<file path="src/rtl/kt2_pkg.sv">
package kt2_pkg;

    // Fixed widths of the item fields and the defaults of the top-level parameters.
    localparam int DATA_BITS      = 32;
    localparam int WORD_BITS_DEF  = 32;
    localparam int FRAC_BITS_DEF  = 16;
    localparam int ADDR_BITS      = 5;
    localparam int STEP_BITS      = 4;
    localparam logic [STEP_BITS-1:0] LAST_STEP = 4'd11;

    // Values of the registers after reset.
    localparam logic [30:0]        RST_VAR  = 31'd524288;
    localparam logic [30:0]        RST_DT   = 31'd655;
    localparam logic signed [31:0] RST_IPOS = -32'sd2621440;
    localparam logic signed [31:0] RST_ISPD = 32'sd4587520;
    localparam logic [30:0]        RST_IVP  = 31'd26214;
    localparam logic [30:0]        RST_IVS  = 31'd1966080;

    // Register indexes on the configuration port.
    typedef enum logic [2:0] {
        REG_VAR  = 3'd0,
        REG_DT   = 3'd1,
        REG_IPOS = 3'd2,
        REG_ISPD = 3'd3,
        REG_IVP  = 3'd4,
        REG_IVS  = 3'd5
    } t_reg_idx;

    // Sequencer states.
    typedef enum logic [3:0] {
        ST_IDLE,
        ST_SETUP,
        ST_DIV0_GO,
        ST_DIV0_WAIT,
        ST_DIV1_GO,
        ST_DIV1_WAIT,
        ST_MAC_GO,
        ST_MAC_W1,
        ST_MAC_W2,
        ST_DONE
    } t_state;

    // Operand and destination selects of the shared multiply-accumulate unit.
    typedef enum logic [4:0] {
        SEL_POS, SEL_SPD, SEL_CA, SEL_CB, SEL_CC, SEL_CD,
        SEL_K0, SEL_K1, SEL_INNOV,
        SEL_TA, SEL_TB, SEL_TC, SEL_TD, SEL_TE, SEL_TF,
        SEL_ONE, SEL_DT, SEL_Z
    } t_sel;

    // One step: dst = c +/- round(a * b).
    typedef struct packed {
        t_sel a;
        t_sel b;
        t_sel c;
        logic sub;
        t_sel dst;
    } t_op;

    // Request towards the multiply-accumulate unit.
    typedef struct packed {
        logic                   go;
        logic signed [31:0]     a;
        logic signed [31:0]     b;
        logic signed [31:0]     c;
        logic                   sub;
    } t_mac_req;

    typedef struct packed {
        logic signed [31:0] val;
        logic               ovf;
    } t_sat;

    // Clamp a wide value into the signed range of eff bits.
    function automatic t_sat sat_w(input logic signed [65:0] v, input int eff);
        logic signed [65:0] hi;
        logic signed [65:0] lo;
        t_sat r;
        hi = (66'sd1 <<< (eff - 1)) - 66'sd1;
        lo = -hi - 66'sd1;
        if (v > hi) begin
            r.val = hi[31:0];
            r.ovf = 1'b1;
        end else if (v < lo) begin
            r.val = lo[31:0];
            r.ovf = 1'b1;
        end else begin
            r.val = v[31:0];
            r.ovf = 1'b0;
        end
        return r;
    endfunction

    // Step programme of the update and predict stages.
    function automatic t_op op_of(input logic [STEP_BITS-1:0] step);
        t_op o;
        case (step)
            4'd0:    o = '{SEL_POS, SEL_ONE,   SEL_Z,   1'b1, SEL_INNOV};
            4'd1:    o = '{SEL_K0,  SEL_INNOV, SEL_POS, 1'b0, SEL_POS};
            4'd2:    o = '{SEL_K1,  SEL_INNOV, SEL_SPD, 1'b0, SEL_SPD};
            4'd3:    o = '{SEL_K0,  SEL_CA,    SEL_CA,  1'b1, SEL_TA};
            4'd4:    o = '{SEL_K0,  SEL_CB,    SEL_CB,  1'b1, SEL_TB};
            4'd5:    o = '{SEL_K1,  SEL_CA,    SEL_CC,  1'b1, SEL_TC};
            4'd6:    o = '{SEL_K1,  SEL_CB,    SEL_CD,  1'b1, SEL_TD};
            4'd7:    o = '{SEL_DT,  SEL_SPD,   SEL_POS, 1'b0, SEL_POS};
            4'd8:    o = '{SEL_DT,  SEL_TC,    SEL_TA,  1'b0, SEL_TE};
            4'd9:    o = '{SEL_DT,  SEL_TD,    SEL_TB,  1'b0, SEL_TF};
            4'd10:   o = '{SEL_DT,  SEL_TF,    SEL_TE,  1'b0, SEL_CA};
            default: o = '{SEL_DT,  SEL_TD,    SEL_TC,  1'b0, SEL_CC};
        endcase
        return o;
    endfunction

endpackage

</file>
<file path="src/rtl/kt2_mac.sv">
module kt2_mac #(
    parameter int FRAC_BITS = 16,
    parameter int EFF_BITS  = 32
) (
    input  logic                 i_clk,
    input  logic                 i_rst_n,
    input  kt2_pkg::t_mac_req    i_req,
    output logic                 o_valid,
    output logic signed [31:0]   o_res,
    output logic                 o_ovf
);
    import kt2_pkg::*;

    logic signed [63:0] r_prod;
    logic signed [31:0] r_c;
    logic               r_sub;
    logic               r_v1;
    logic signed [65:0] rnd;
    logic signed [65:0] shf;
    logic signed [65:0] sum;
    t_sat               m_sat;
    t_sat               s_sat;

    // First stage: the product.
    always_ff @(posedge i_clk) begin
        if (!i_rst_n) begin
            r_v1 <= 1'b0;
        end else begin
            r_v1 <= i_req.go;
        end
        r_prod <= i_req.a * i_req.b;
        r_c    <= i_req.c;
        r_sub  <= i_req.sub;
    end

    // Second stage: round to nearest, clamp, then add or subtract and clamp again.
    always_comb begin
        rnd   = 66'(r_prod) + (66'sd1 <<< (FRAC_BITS - 1));
        shf   = rnd >>> FRAC_BITS;
        m_sat = sat_w(shf, EFF_BITS);
        if (r_sub) begin
            sum = 66'(r_c) - 66'(m_sat.val);
        end else begin
            sum = 66'(r_c) + 66'(m_sat.val);
        end
        s_sat = sat_w(sum, EFF_BITS);
    end

    always_ff @(posedge i_clk) begin
        if (!i_rst_n) begin
            o_valid <= 1'b0;
        end else begin
            o_valid <= r_v1;
        end
        o_res <= s_sat.val;
        o_ovf <= m_sat.ovf | s_sat.ovf;
    end

endmodule

</file>
<file path="config.mk">
export PLATFORM = sky130hd
export DESIGN_NAME = kt2_mac
export DESIGN_NICKNAME = d
export VERILOG_FILES = /design/src/rtl/kt2_pkg.sv /design/src/rtl/kt2_mac.sv
export SDC_FILE = /design/constraint.sdc
export NUM_CORES = 2
export LEC_CHECK = 0
export BUFFER_PORTS_ARGS = -buffer_cell sky130_fd_sc_hd__buf_2
export CAP_MARGIN = 10
export CORE_UTILIZATION = 40
export DETAILED_ROUTE_END_ITERATION = 16
export GPL_ROUTABILITY_DRIVEN = 0
export GPL_TIMING_DRIVEN = 0
export MAX_ROUTING_LAYER = met4
export PLACE_DENSITY = 0.62
export SYNTH_ARGS = -nofsm -noshare
export SYNTH_HDL_FRONTEND = slang
export SYNTH_SLANG_ARGS = --single-unit
</file>
<file path="constraint.sdc">
create_clock -name i_clk -period 12.7 [get_ports i_clk]
set_input_delay 1.27 -clock i_clk [delete_from_list [all_inputs] [get_ports i_clk]]
set_output_delay 1.27 -clock i_clk [all_outputs]
set_load 0.02 [all_outputs]
</file>
==> results_dict.tcl <==
set metrics [dict create \
    critPathLaunchType "input port" \
    maxCapViolCount 0 \
    syn_area_sq_mm 0.04251 \
    initial_core_util 0.4039 \
    pre_cts_ws_ns 1.168 \
    grt_pass1_vias 35370 \
    cts_sinks 117 \
    track_usage 0.2909 \
    yosys_warnings 0 \
    numCtsBuffers 17 \
    avgSynthCellArea_sq_um 9.001 \
    crit_path_end_kind "flip-flop" \
    finalSetupViolations 0 \
    cp_slowest_cell "clkbuf_1" \
    fin_area_sq_mm 0.04560 \
    dieWidth_um 328.0 \
    cts.path.max_buffers 2 \
    worst_slack_ns 1.459 \
    fillCellCount 10440 \
    grt_max_degree 23 \
    viasPerCell 5.414 \
    synth-simple-area-share 0.1627 \
    fmax_mhz 88.96 \
    first_pass_iters 7 \
    synth_xor_area_frac 0.02822 \
    gr-total-overflow 0 \
    fin_crit_ns 11.24 \
    synth_edf_count 0 \
    crit_type "in2reg" \
    die_h_um 328.0 \
    antenna_found_initial 13 \
    ant_nets 0 \
    placed_area_sq_mm 0.04497 \
    synth-adder-area-share 0.5806 \
    vias 34070 \
    synth_top_family_by_area "adder cells" \
    synth_seq_cells 117 \
    grt_pass1_wl_um 221800 \
    required_ns 12.95 \
    nets 6274 \
    seq_area_frac_synth 0.05509 \
    synth_flop_cell "dfxtp_1" \
    hold_buffers 0 \
    area_delta_synth_final_pct 7.266 \
    post_cts_buffers 0 \
    synth-compound-area-share 0.05318 \
    drc 0 \
    layout_common_cells "inv_1 (1,089), fa_1 (1,081), nand2_1 (790), and2_1 (291), clkbuf_1 (221)" \
    hold_ws_ns 0.4348 \
    critPathArrivalTime_ns 11.49 \
    clkTransAtPathRegs_ns 0.06 \
    hold_path_class "reg2reg" \
    wl_per_cell_um 23.42 \
    period_share 0.8851 \
    dpl.hpwl_um 125700 \
    worst_pin_slew_ns 1.216 \
    synthArstFlopShare 0 \
    clk_latency_ns 0.44 \
    drive_above_1_share 0.04846 \
    dieArea_sq_mm 0.1076 \
    syn-num-nets 6119 \
    yosys.cell_types.count 75 \
    cts_tree "done" \
    max_stage_delay_ns 0.79 \
    cts-htree-levels 4 \
    hold_viol_final 0 \
    rsz0062_at_grt "false" \
    drt_iter0_drc 3710 \
    cts_root_buf "clkbuf_16" \
    slew_viol_final 0 \
    coreArea_sq_mm 0.1053 \
    boundaryPins 134 \
    finalSetupTns_ns 0 \
    drt-total-wl_um 147400 \
    final_common_cell "inv_1" \
    crit_fanout 10 \
    relSlewSlack 0.1894 \
    synth_mux_area_frac 0.001207 \
    rows 119 \
    status "finished, final reports clean" \
    cts_resized 0 \
    clock_skew_ns 0.01667 \
    path_common_cell "fa_1" \
    multiInputGateArea_sq_mm 0.03511 \
    syn-instance-count 4723 \
    seqCellArea_sq_mm 0.002342 \
    port_buffers 133 \
]
==> per-stage QoR <==
| step | cells | util |
|---|---|---|
| after floorplan | 4723 | - |
| after global placement | 6247 | 0.4267 |
| after detailed placement | 6249 | 0.4272 |
| after CTS | 6281 | 0.4327 |
| after global routing | 6289 | 0.4331 |
| final | 6293 | 0.4332 |
==> state kept, by name, indices dropped and copies added (netlist names) <==
signal   cells
o_ovf        1
o_res       32
r_v1         1
r_prod      49
r_c         32
r_sub        1
o_valid      1
==> cell usage after synthesis, types with 35 or more instances <==
cell	number	share of area
nand2b_1	44	0.0065
and2_1	291	0.043
nor2_1	118	0.010
nand2_1	790	0.070
o21ai_0	54	0.0064
clkbuf_1	221	0.020
xor2_1	50	0.010
ha_1	214	0.063
inv_1	1089	0.096
a21o_1	42	0.0074
xnor2_1	87	0.018
nand3_1	44	0.0052
nor3_1	35	0.0041
dfxtp_1	117	0.055
fa_1	1082	0.51
a21oi_1	101	0.012
nand4_1	41	0.0060
==> cell families (layout without fill, tap and decap cells) <==
logic type / after synthesis / count (layout)
DFF: 117 / 117
xor gates and xnor gates: 137 / 137
adders and majority gates: 1327 / 1327
other: 0 / 11
AOI/OAI and AO/OA: 342 / 342
and+or+nand+nor: 1463 / 1463
buffers and inverters: 1332 / 1500
muxes: 5 / 5
==> path summary, 6_finish.rpt <==
check             slack, ns  cells past startpoint          to        from
setup / recovery       1.46                     25  r_prod[56]   i_req[64]
hold / removal         0.43                      1     o_valid        r_v1
setup reg to reg       3.15                     32   o_res[28]  r_prod[24]
hold reg to reg        0.43                      1     o_valid        r_v1
==> worst max-delay path, delay by kind of cell <==
| kind | cells | cell delay (ns) |
|---|---|---|
| adders and majority gates | 9 | 4.46 |
| AOI/OAI and AO/OA | 5 | 2.28 |
| buffers and inverters | 7 | 2.19 |
| and+or+nand+nor | 4 | 1.27 |
==> per-layer routing <==
| metal | wire [um] | up-vias | part of all wire | GRT usage |
|---|---|---|---|---|
| met5 | 0 | - | 0 | - |
| met4 | 10480 | 0 | 0.071 | 0.1556 |
| met3 | 17650 | 521 | 0.12 | 0.06944 |
| met2 | 64260 | 2060 | 0.44 | 0.4313 |
| met1 | 55010 | 17210 | 0.37 | 0.3674 |
| li1 | - | 14290 | - | - |
==> cell type report <==
type                    count  share of cell area
well taps                1391             0.03817
inverters                1089             0.08964
flip-flops and latches    117             0.05136
diodes                     11           0.0006036
clock inverters            15            0.003402
multi-input cells        3274              0.7700
plain buffers             243             0.02129
clock buffers              17            0.009329
repair buffers            136             0.01619
Power is left out: the tool's default activity adds up to more than one toggle a clock period on the data nets, which glitch-free logic cannot reach.
