`src/rtl/kt2_pkg.sv`:
```
package kt2_pkg;

    // Fixed widths of the item fields and the defaults of the top-level parameters.
    localparam int DATA_BITS      = 32;
    localparam int WORD_BITS_DEF  = 32;
    localparam int FRAC_BITS_DEF  = 16;
    localparam int ADDR_BITS      = 5;
    localparam int STEP_BITS      = 4;
    localparam logic [STEP_BITS-1:0] LAST_STEP = 4'd11;

    // Values of the registers after reset.
    localparam logic [30:0]        RST_VAR  = 31'd524288;
    localparam logic [30:0]        RST_DT   = 31'd655;
    localparam logic signed [31:0] RST_IPOS = -32'sd2621440;
    localparam logic signed [31:0] RST_ISPD = 32'sd4587520;
    localparam logic [30:0]        RST_IVP  = 31'd26214;
    localparam logic [30:0]        RST_IVS  = 31'd1966080;

    // Register indexes on the configuration port.
    typedef enum logic [2:0] {
        REG_VAR  = 3'd0,
        REG_DT   = 3'd1,
        REG_IPOS = 3'd2,
        REG_ISPD = 3'd3,
        REG_IVP  = 3'd4,
        REG_IVS  = 3'd5
    } t_reg_idx;

    // Sequencer states.
    typedef enum logic [3:0] {
        ST_IDLE,
        ST_SETUP,
        ST_DIV0_GO,
        ST_DIV0_WAIT,
        ST_DIV1_GO,
        ST_DIV1_WAIT,
        ST_MAC_GO,
        ST_MAC_W1,
        ST_MAC_W2,
        ST_DONE
    } t_state;

    // Operand and destination selects of the shared multiply-accumulate unit.
    typedef enum logic [4:0] {
        SEL_POS, SEL_SPD, SEL_CA, SEL_CB, SEL_CC, SEL_CD,
        SEL_K0, SEL_K1, SEL_INNOV,
        SEL_TA, SEL_TB, SEL_TC, SEL_TD, SEL_TE, SEL_TF,
        SEL_ONE, SEL_DT, SEL_Z
    } t_sel;

    // One step: dst = c +/- round(a * b).
    typedef struct packed {
        t_sel a;
        t_sel b;
        t_sel c;
        logic sub;
        t_sel dst;
    } t_op;

    // Request towards the multiply-accumulate unit.
    typedef struct packed {
        logic                   go;
        logic signed [31:0]     a;
        logic signed [31:0]     b;
        logic signed [31:0]     c;
        logic                   sub;
    } t_mac_req;

    typedef struct packed {
        logic signed [31:0] val;
        logic               ovf;
    } t_sat;

    // Clamp a wide value into the signed range of eff bits.
    function automatic t_sat sat_w(input logic signed [65:0] v, input int eff);
        logic signed [65:0] hi;
        logic signed [65:0] lo;
        t_sat r;
        hi = (66'sd1 <<< (eff - 1)) - 66'sd1;
        lo = -hi - 66'sd1;
        if (v > hi) begin
            r.val = hi[31:0];
            r.ovf = 1'b1;
        end else if (v < lo) begin
            r.val = lo[31:0];
            r.ovf = 1'b1;
        end else begin
            r.val = v[31:0];
            r.ovf = 1'b0;
        end
        return r;
    endfunction

    // Step programme of the update and predict stages.
    function automatic t_op op_of(input logic [STEP_BITS-1:0] step);
        t_op o;
        case (step)
            4'd0:    o = '{SEL_POS, SEL_ONE,   SEL_Z,   1'b1, SEL_INNOV};
            4'd1:    o = '{SEL_K0,  SEL_INNOV, SEL_POS, 1'b0, SEL_POS};
            4'd2:    o = '{SEL_K1,  SEL_INNOV, SEL_SPD, 1'b0, SEL_SPD};
            4'd3:    o = '{SEL_K0,  SEL_CA,    SEL_CA,  1'b1, SEL_TA};
            4'd4:    o = '{SEL_K0,  SEL_CB,    SEL_CB,  1'b1, SEL_TB};
            4'd5:    o = '{SEL_K1,  SEL_CA,    SEL_CC,  1'b1, SEL_TC};
            4'd6:    o = '{SEL_K1,  SEL_CB,    SEL_CD,  1'b1, SEL_TD};
            4'd7:    o = '{SEL_DT,  SEL_SPD,   SEL_POS, 1'b0, SEL_POS};
            4'd8:    o = '{SEL_DT,  SEL_TC,    SEL_TA,  1'b0, SEL_TE};
            4'd9:    o = '{SEL_DT,  SEL_TD,    SEL_TB,  1'b0, SEL_TF};
            4'd10:   o = '{SEL_DT,  SEL_TF,    SEL_TE,  1'b0, SEL_CA};
            default: o = '{SEL_DT,  SEL_TD,    SEL_TC,  1'b0, SEL_CC};
        endcase
        return o;
    endfunction

endpackage

```
`src/rtl/kt2_div.sv`:
```
module kt2_div #(
    parameter int FRAC_BITS = 16
) (
    input  logic                 i_clk,
    input  logic                 i_rst_n,
    input  logic                 i_start,
    input  logic signed [31:0]   i_num,
    input  logic [31:0]          i_den,
    output logic                 o_done,
    output logic signed [65:0]   o_quot
);
    import kt2_pkg::*;

    logic [63:0] r_mag;
    logic [31:0] r_rem;
    logic [63:0] r_quo;
    logic [31:0] r_den;
    logic        r_neg;
    logic [6:0]  r_cnt;
    logic        r_busy;
    logic [31:0] mag;
    logic [32:0] trial;
    logic        qbit;
    logic [32:0] diff;

    // Restoring division, one quotient bit a cycle.
    always_comb begin
        mag   = i_num[31] ? (~i_num + 32'd1) : i_num;
        trial = {r_rem, r_mag[63]};
        diff  = trial - {1'b0, r_den};
        qbit  = (trial >= {1'b0, r_den});
    end

    always_ff @(posedge i_clk) begin
        if (!i_rst_n) begin
            r_busy <= 1'b0;
            r_cnt  <= 7'd0;
            o_done <= 1'b0;
        end else begin
            o_done <= 1'b0;
            if (i_start) begin
                r_busy <= 1'b1;
                r_cnt  <= 7'd64;
            end else if (r_busy) begin
                r_cnt <= r_cnt - 7'd1;
                if (r_cnt == 7'd1) begin
                    r_busy <= 1'b0;
                    o_done <= 1'b1;
                end
            end
        end
        if (i_start) begin
            r_mag <= 64'(mag) << FRAC_BITS;
            r_rem <= 32'd0;
            r_quo <= 64'd0;
            r_den <= i_den;
            r_neg <= i_num[31];
        end else if (r_busy) begin
            r_mag <= {r_mag[62:0], 1'b0};
            r_rem <= qbit ? diff[31:0] : trial[31:0];
            r_quo <= {r_quo[62:0], qbit};
        end
    end

    // Quotient truncated toward zero.
    assign o_quot = r_neg ? -$signed({2'b00, r_quo}) : $signed({2'b00, r_quo});

endmodule

```
`config.mk`:
```
export PLATFORM = sky130hd
export DESIGN_NAME = kt2_div
export DESIGN_NICKNAME = d
export VERILOG_FILES = /design/src/rtl/kt2_pkg.sv /design/src/rtl/kt2_div.sv
export SDC_FILE = /design/constraint.sdc
export NUM_CORES = 1
export LEC_CHECK = 0
export ABC_AREA = 1
export BUFFER_PORTS_ARGS = -buffer_cell sky130_fd_sc_hd__buf_2
export CAP_MARGIN = 10
export CORE_MARGIN = 4
export CORE_UTILIZATION = 25
export CTS_CLUSTER_DIAMETER = 120
export DETAILED_ROUTE_END_ITERATION = 10
export SLEW_MARGIN = 20
export SYNTH_ARGS = -nofsm -noshare
export SYNTH_HDL_FRONTEND = slang
export SYNTH_SLANG_ARGS = --single-unit
export TNS_END_PERCENT = 100
```
`constraint.sdc`:
```
create_clock -name i_clk -period 6.1 [get_ports i_clk]
set_input_delay 0.61 -clock i_clk [delete_from_list [all_inputs] [get_ports i_clk]]
set_output_delay 0.61 -clock i_clk [all_outputs]
set_load 0.02 [all_outputs]
```
==> key figures <==
CTS
  • Clock-pin slew on the worst setup and hold paths: 0.07 ns
  • Cts bufs inserted: 17
  • Setup Buffers After CTS: 0
  • Sink Count: 186
  • Post-CTS Hold Fix Bufs: 0
  • H-tree depth: 4
  • CTS max path bufs: 2
  • Skew-Pair Late Insertion Delay: 0.45 ns
  • Root buf cell: clkbuf_16
  • Post-CTS sizing: 0
  • CTS tree: done

Placement
  • Post-DP HPWL: 28.50 mm
  • Placer Congestion: 0.9915
  • Placed Instances: 2478
  • Buffers on Ports: 133
  • Placed Area: 0.01344 mm2

Min path
  • Min-delay worst type: in -> reg

Logic synthesis
  • Post-synth top area share: 19.82%
  • Ranking of synthesized cells by area: dfxtp_1 (20%), edfxtp_1 (16%), nand2_1 (14%), inv_1 (8.6%), xor2_1 (5.9%)
  • Ys Warns: 0
  • Synth Cell Area: 0.01222 mm2
  • Post-synthesis simple-gate area fraction: 32.51%
  • Synth Area in Compound Gates: 10.14%
  • Mapped Nets: 1883
  • Post-Synth XOR/XNOR Area: 6.520%
  • Post-synthesis cell count: 1779
  • Flops & latches, synth: 186
  • Mux cell area share after synthesis: 0%
  • Syn Area/Cell: 6.871 um2
  • Library cells used by synthesis: 49
  • Seq/Total Area, Yosys: 35.78%
  • Area leader, netlist: dfxtp_1
  • Largest family of logic cells by synthesized area: simple AND/OR/NAND/NOR gates
  • Adder-cell share of the synthesized area: 3.849%

Worst setup path
  • CP Data Required Time: 5.49 ns
  • Worst Path Arrival: 2.85 ns
  • CP max stage delay: 0.35 ns
  • Crit-path leading delay family: simple AND/OR/NAND/NOR gates
  • Startpoint type of the worst setup path: flop
  • CP endpoint kind: output pin
  • CP max stage cell: dfxtp_1
  • Critical-path cell list: inv_1 > ha_1 > nand2_1 > nor2_1 > nand2_1 > nor2_1 > nand4_1 > nand2_1 > o21ai_0 > xor2_1 > buf_2
  • Crit Path Max Fanout: 5
  • Crit Path Class: reg -> out
  • Crit path buffers/inverters: 2
  • Most common cell on crit path: nand2_1

Die
  • Die H: 229.1 um
  • IO Count: 134
  • Die ar.: 0.05250 mm2
  • Row cnt: 80
  • Initial core utilization: 25.44%
  • Core box area: 0.04805 mm2
  • Die W: 229.1 um

Global route
  • Total gr overflow: 0
  • Vias in the first global route: 11280
  • First-pass GRT wire length: 59.24 mm
  • Initial antenna violation count: 2
  • Largest net degree at the start of global routing: 74
  • GRT Total Usage: 13.90%

Pwr
  • Leakage: 7.062 nW
  • P per Cell Area: 209.3 mW/mm2
  • Worst VDD drop: 0.2024 mV

Finish
  • Most frequent cells in the layout: nand2_1 (461), inv_1 (281), nor2_1 (168)
  • Fillers: 5311
  • Final Util: 29.21%
  • Synth-to-Final Area Change: 14.82%
  • Share of cells above drive strength 1: 11.98%
  • Nets: 1986
  • Final instance area: 0.01404 mm2
  • Number of antenna diodes: 0
  • Register area: 0.004375 mm2
  • Post-route insts no fill: 2510
  • Combined area of the multi-input logic cells: 0.006481 mm2
  • Commonest non-fill, non-tap cell in the layout: nand2_1

STA
  • # setup viols final: 0
  • Post-Route Skew: 0.01228 ns
  • TNS Setup: 0 ns
  • Worst slew margin: 37.52%
  • Least-Margin Pin Slew: 0.9338 ns
  • Minimum clock period: 3.459 ns
  • RSZ-0062 raised after global routing: false
  • Slew Viols, Final: 0
  • Hold Vio Cnt, Final: 0
  • Period Utilization, post-route: 56.71%
  • Fin Hold WS: 0.3313 ns
  • Fmax: 289.1 MHz

Routing
  • Routed vias/inst: 4.726
  • DRC errors left: 0
  • Iter 0 DRT Violations: 860
  • WL/cell: 14.85 um
  • Routed wire length: 37.27 mm
  • Post-DRT Antenna Nets: 0
  • Drt first pass iters: 5
  • DR vias: 11860

Flow run
  • Max-Cap Viols: 0

Run status
  • Status: finished, final reports clean
[metal layers]
metal  global-route usage [%]  part of all wire (%)
met4                    6.162                   3.6
met2                    22.11                    44
met5                        0                 0.086
met1                    18.45                    47
met3                    2.510                   5.4
[synthesized netlist by cell type, drive strengths merged]
library cell / count
and3: 1
nand2: 474
fa: 1
and2: 2
nand3b: 4
clkbuf: 33
a21boi: 1
ha: 36
a21oi: 32
xnor2: 8
o31ai: 4
nand4: 68
o211ai: 1
o21bai: 7
o21ai: 77
nor3: 32
nor3b: 1
xor2: 83
dfxtp: 121
o22ai: 78
nor2: 178
nand3: 123
clkinv: 7
a41oi: 1
o41ai: 1
buf: 22
nor4: 10
or2: 11
edfxtp: 65
a21o: 1
a31oi: 9
inv: 287
[path summary, 6_finish.rpt]
| path | startpoint | cells past startpoint | slack, ns | to |
|---|---|---|---|---|
| setup reg to reg | r_busy$_SDFF_PN0_ | 5 | 2.78 | r_quo[31]$_SDFFE_PP0P_ |
| setup / recovery | r_quo[0]$_SDFFE_PP0P_ | 11 | 2.64 | o_quot[20] |
| hold reg to reg | r_mag[52]$_SDFFE_PP0P_ | 2 | 0.46 | r_mag[53]$_SDFFE_PP0P_ |
| hold / removal | i_den[11] | 1 | 0.33 | r_den[11]$_DFFE_PP_ |
[logic make-up after synthesis]
logic type / count (synthesis)
compound gates: 212
fa+ha+maj: 37
buf+inv: 349
simple gates: 904
flops: 186
xor+xnor: 91
[state kept, by name, summed over array words and instances (netlist names)]
register,flops
r_neg,1
r_cnt,7
r_den,32
r_rem,32
r_mag,48
r_quo,64
r_busy,1
o_done,1
[layout make-up]
type	count	share of cell area (%)
Multi-Input combinational cell	1244	46.18
Tap cell	615	5.482
Sequential cell	186	31.17
Clock buffer	18	3.129
Timing Repair Buffer	139	5.063
Clock inverter	14	1.096
Inverter	294	7.880
[through the flow]
| stage | setup WS [ns] | total power [W] |
|---|---|---|
| final | 2.641 | 0.002938 |
| after global routing | 2.266 | 0.003066 |
| after CTS | 2.531 | 0.002971 |
| after detailed placement | 2.720 | 0.001830 |
| after global placement | 2.727 | 0.001826 |
| after floorplan | 3.412 | 0.001674 |
[power breakdown]
| group | switching (W) | internal, W | leakage [nW] |
|---|---|---|---|
| logic | 0.000317 | 0.000133 | 5.15 |
| registers | 0.0000154 | 0.00134 | 1.62 |
| clock network | 0.000543 | 0.000593 | 0.291 |
| total | 0.000876 | 0.00206 | 7.06 |
[worst register-to-register path: cells and delay by family, from the launching register on]
family / cells / cell delay [ns]
flops: 1 / 0.32
compound gates: 1 / 0.31
buf+inv: 3 / 1.79
simple gates: 1 / 0.82
Power figures use the tool's default switching activity.
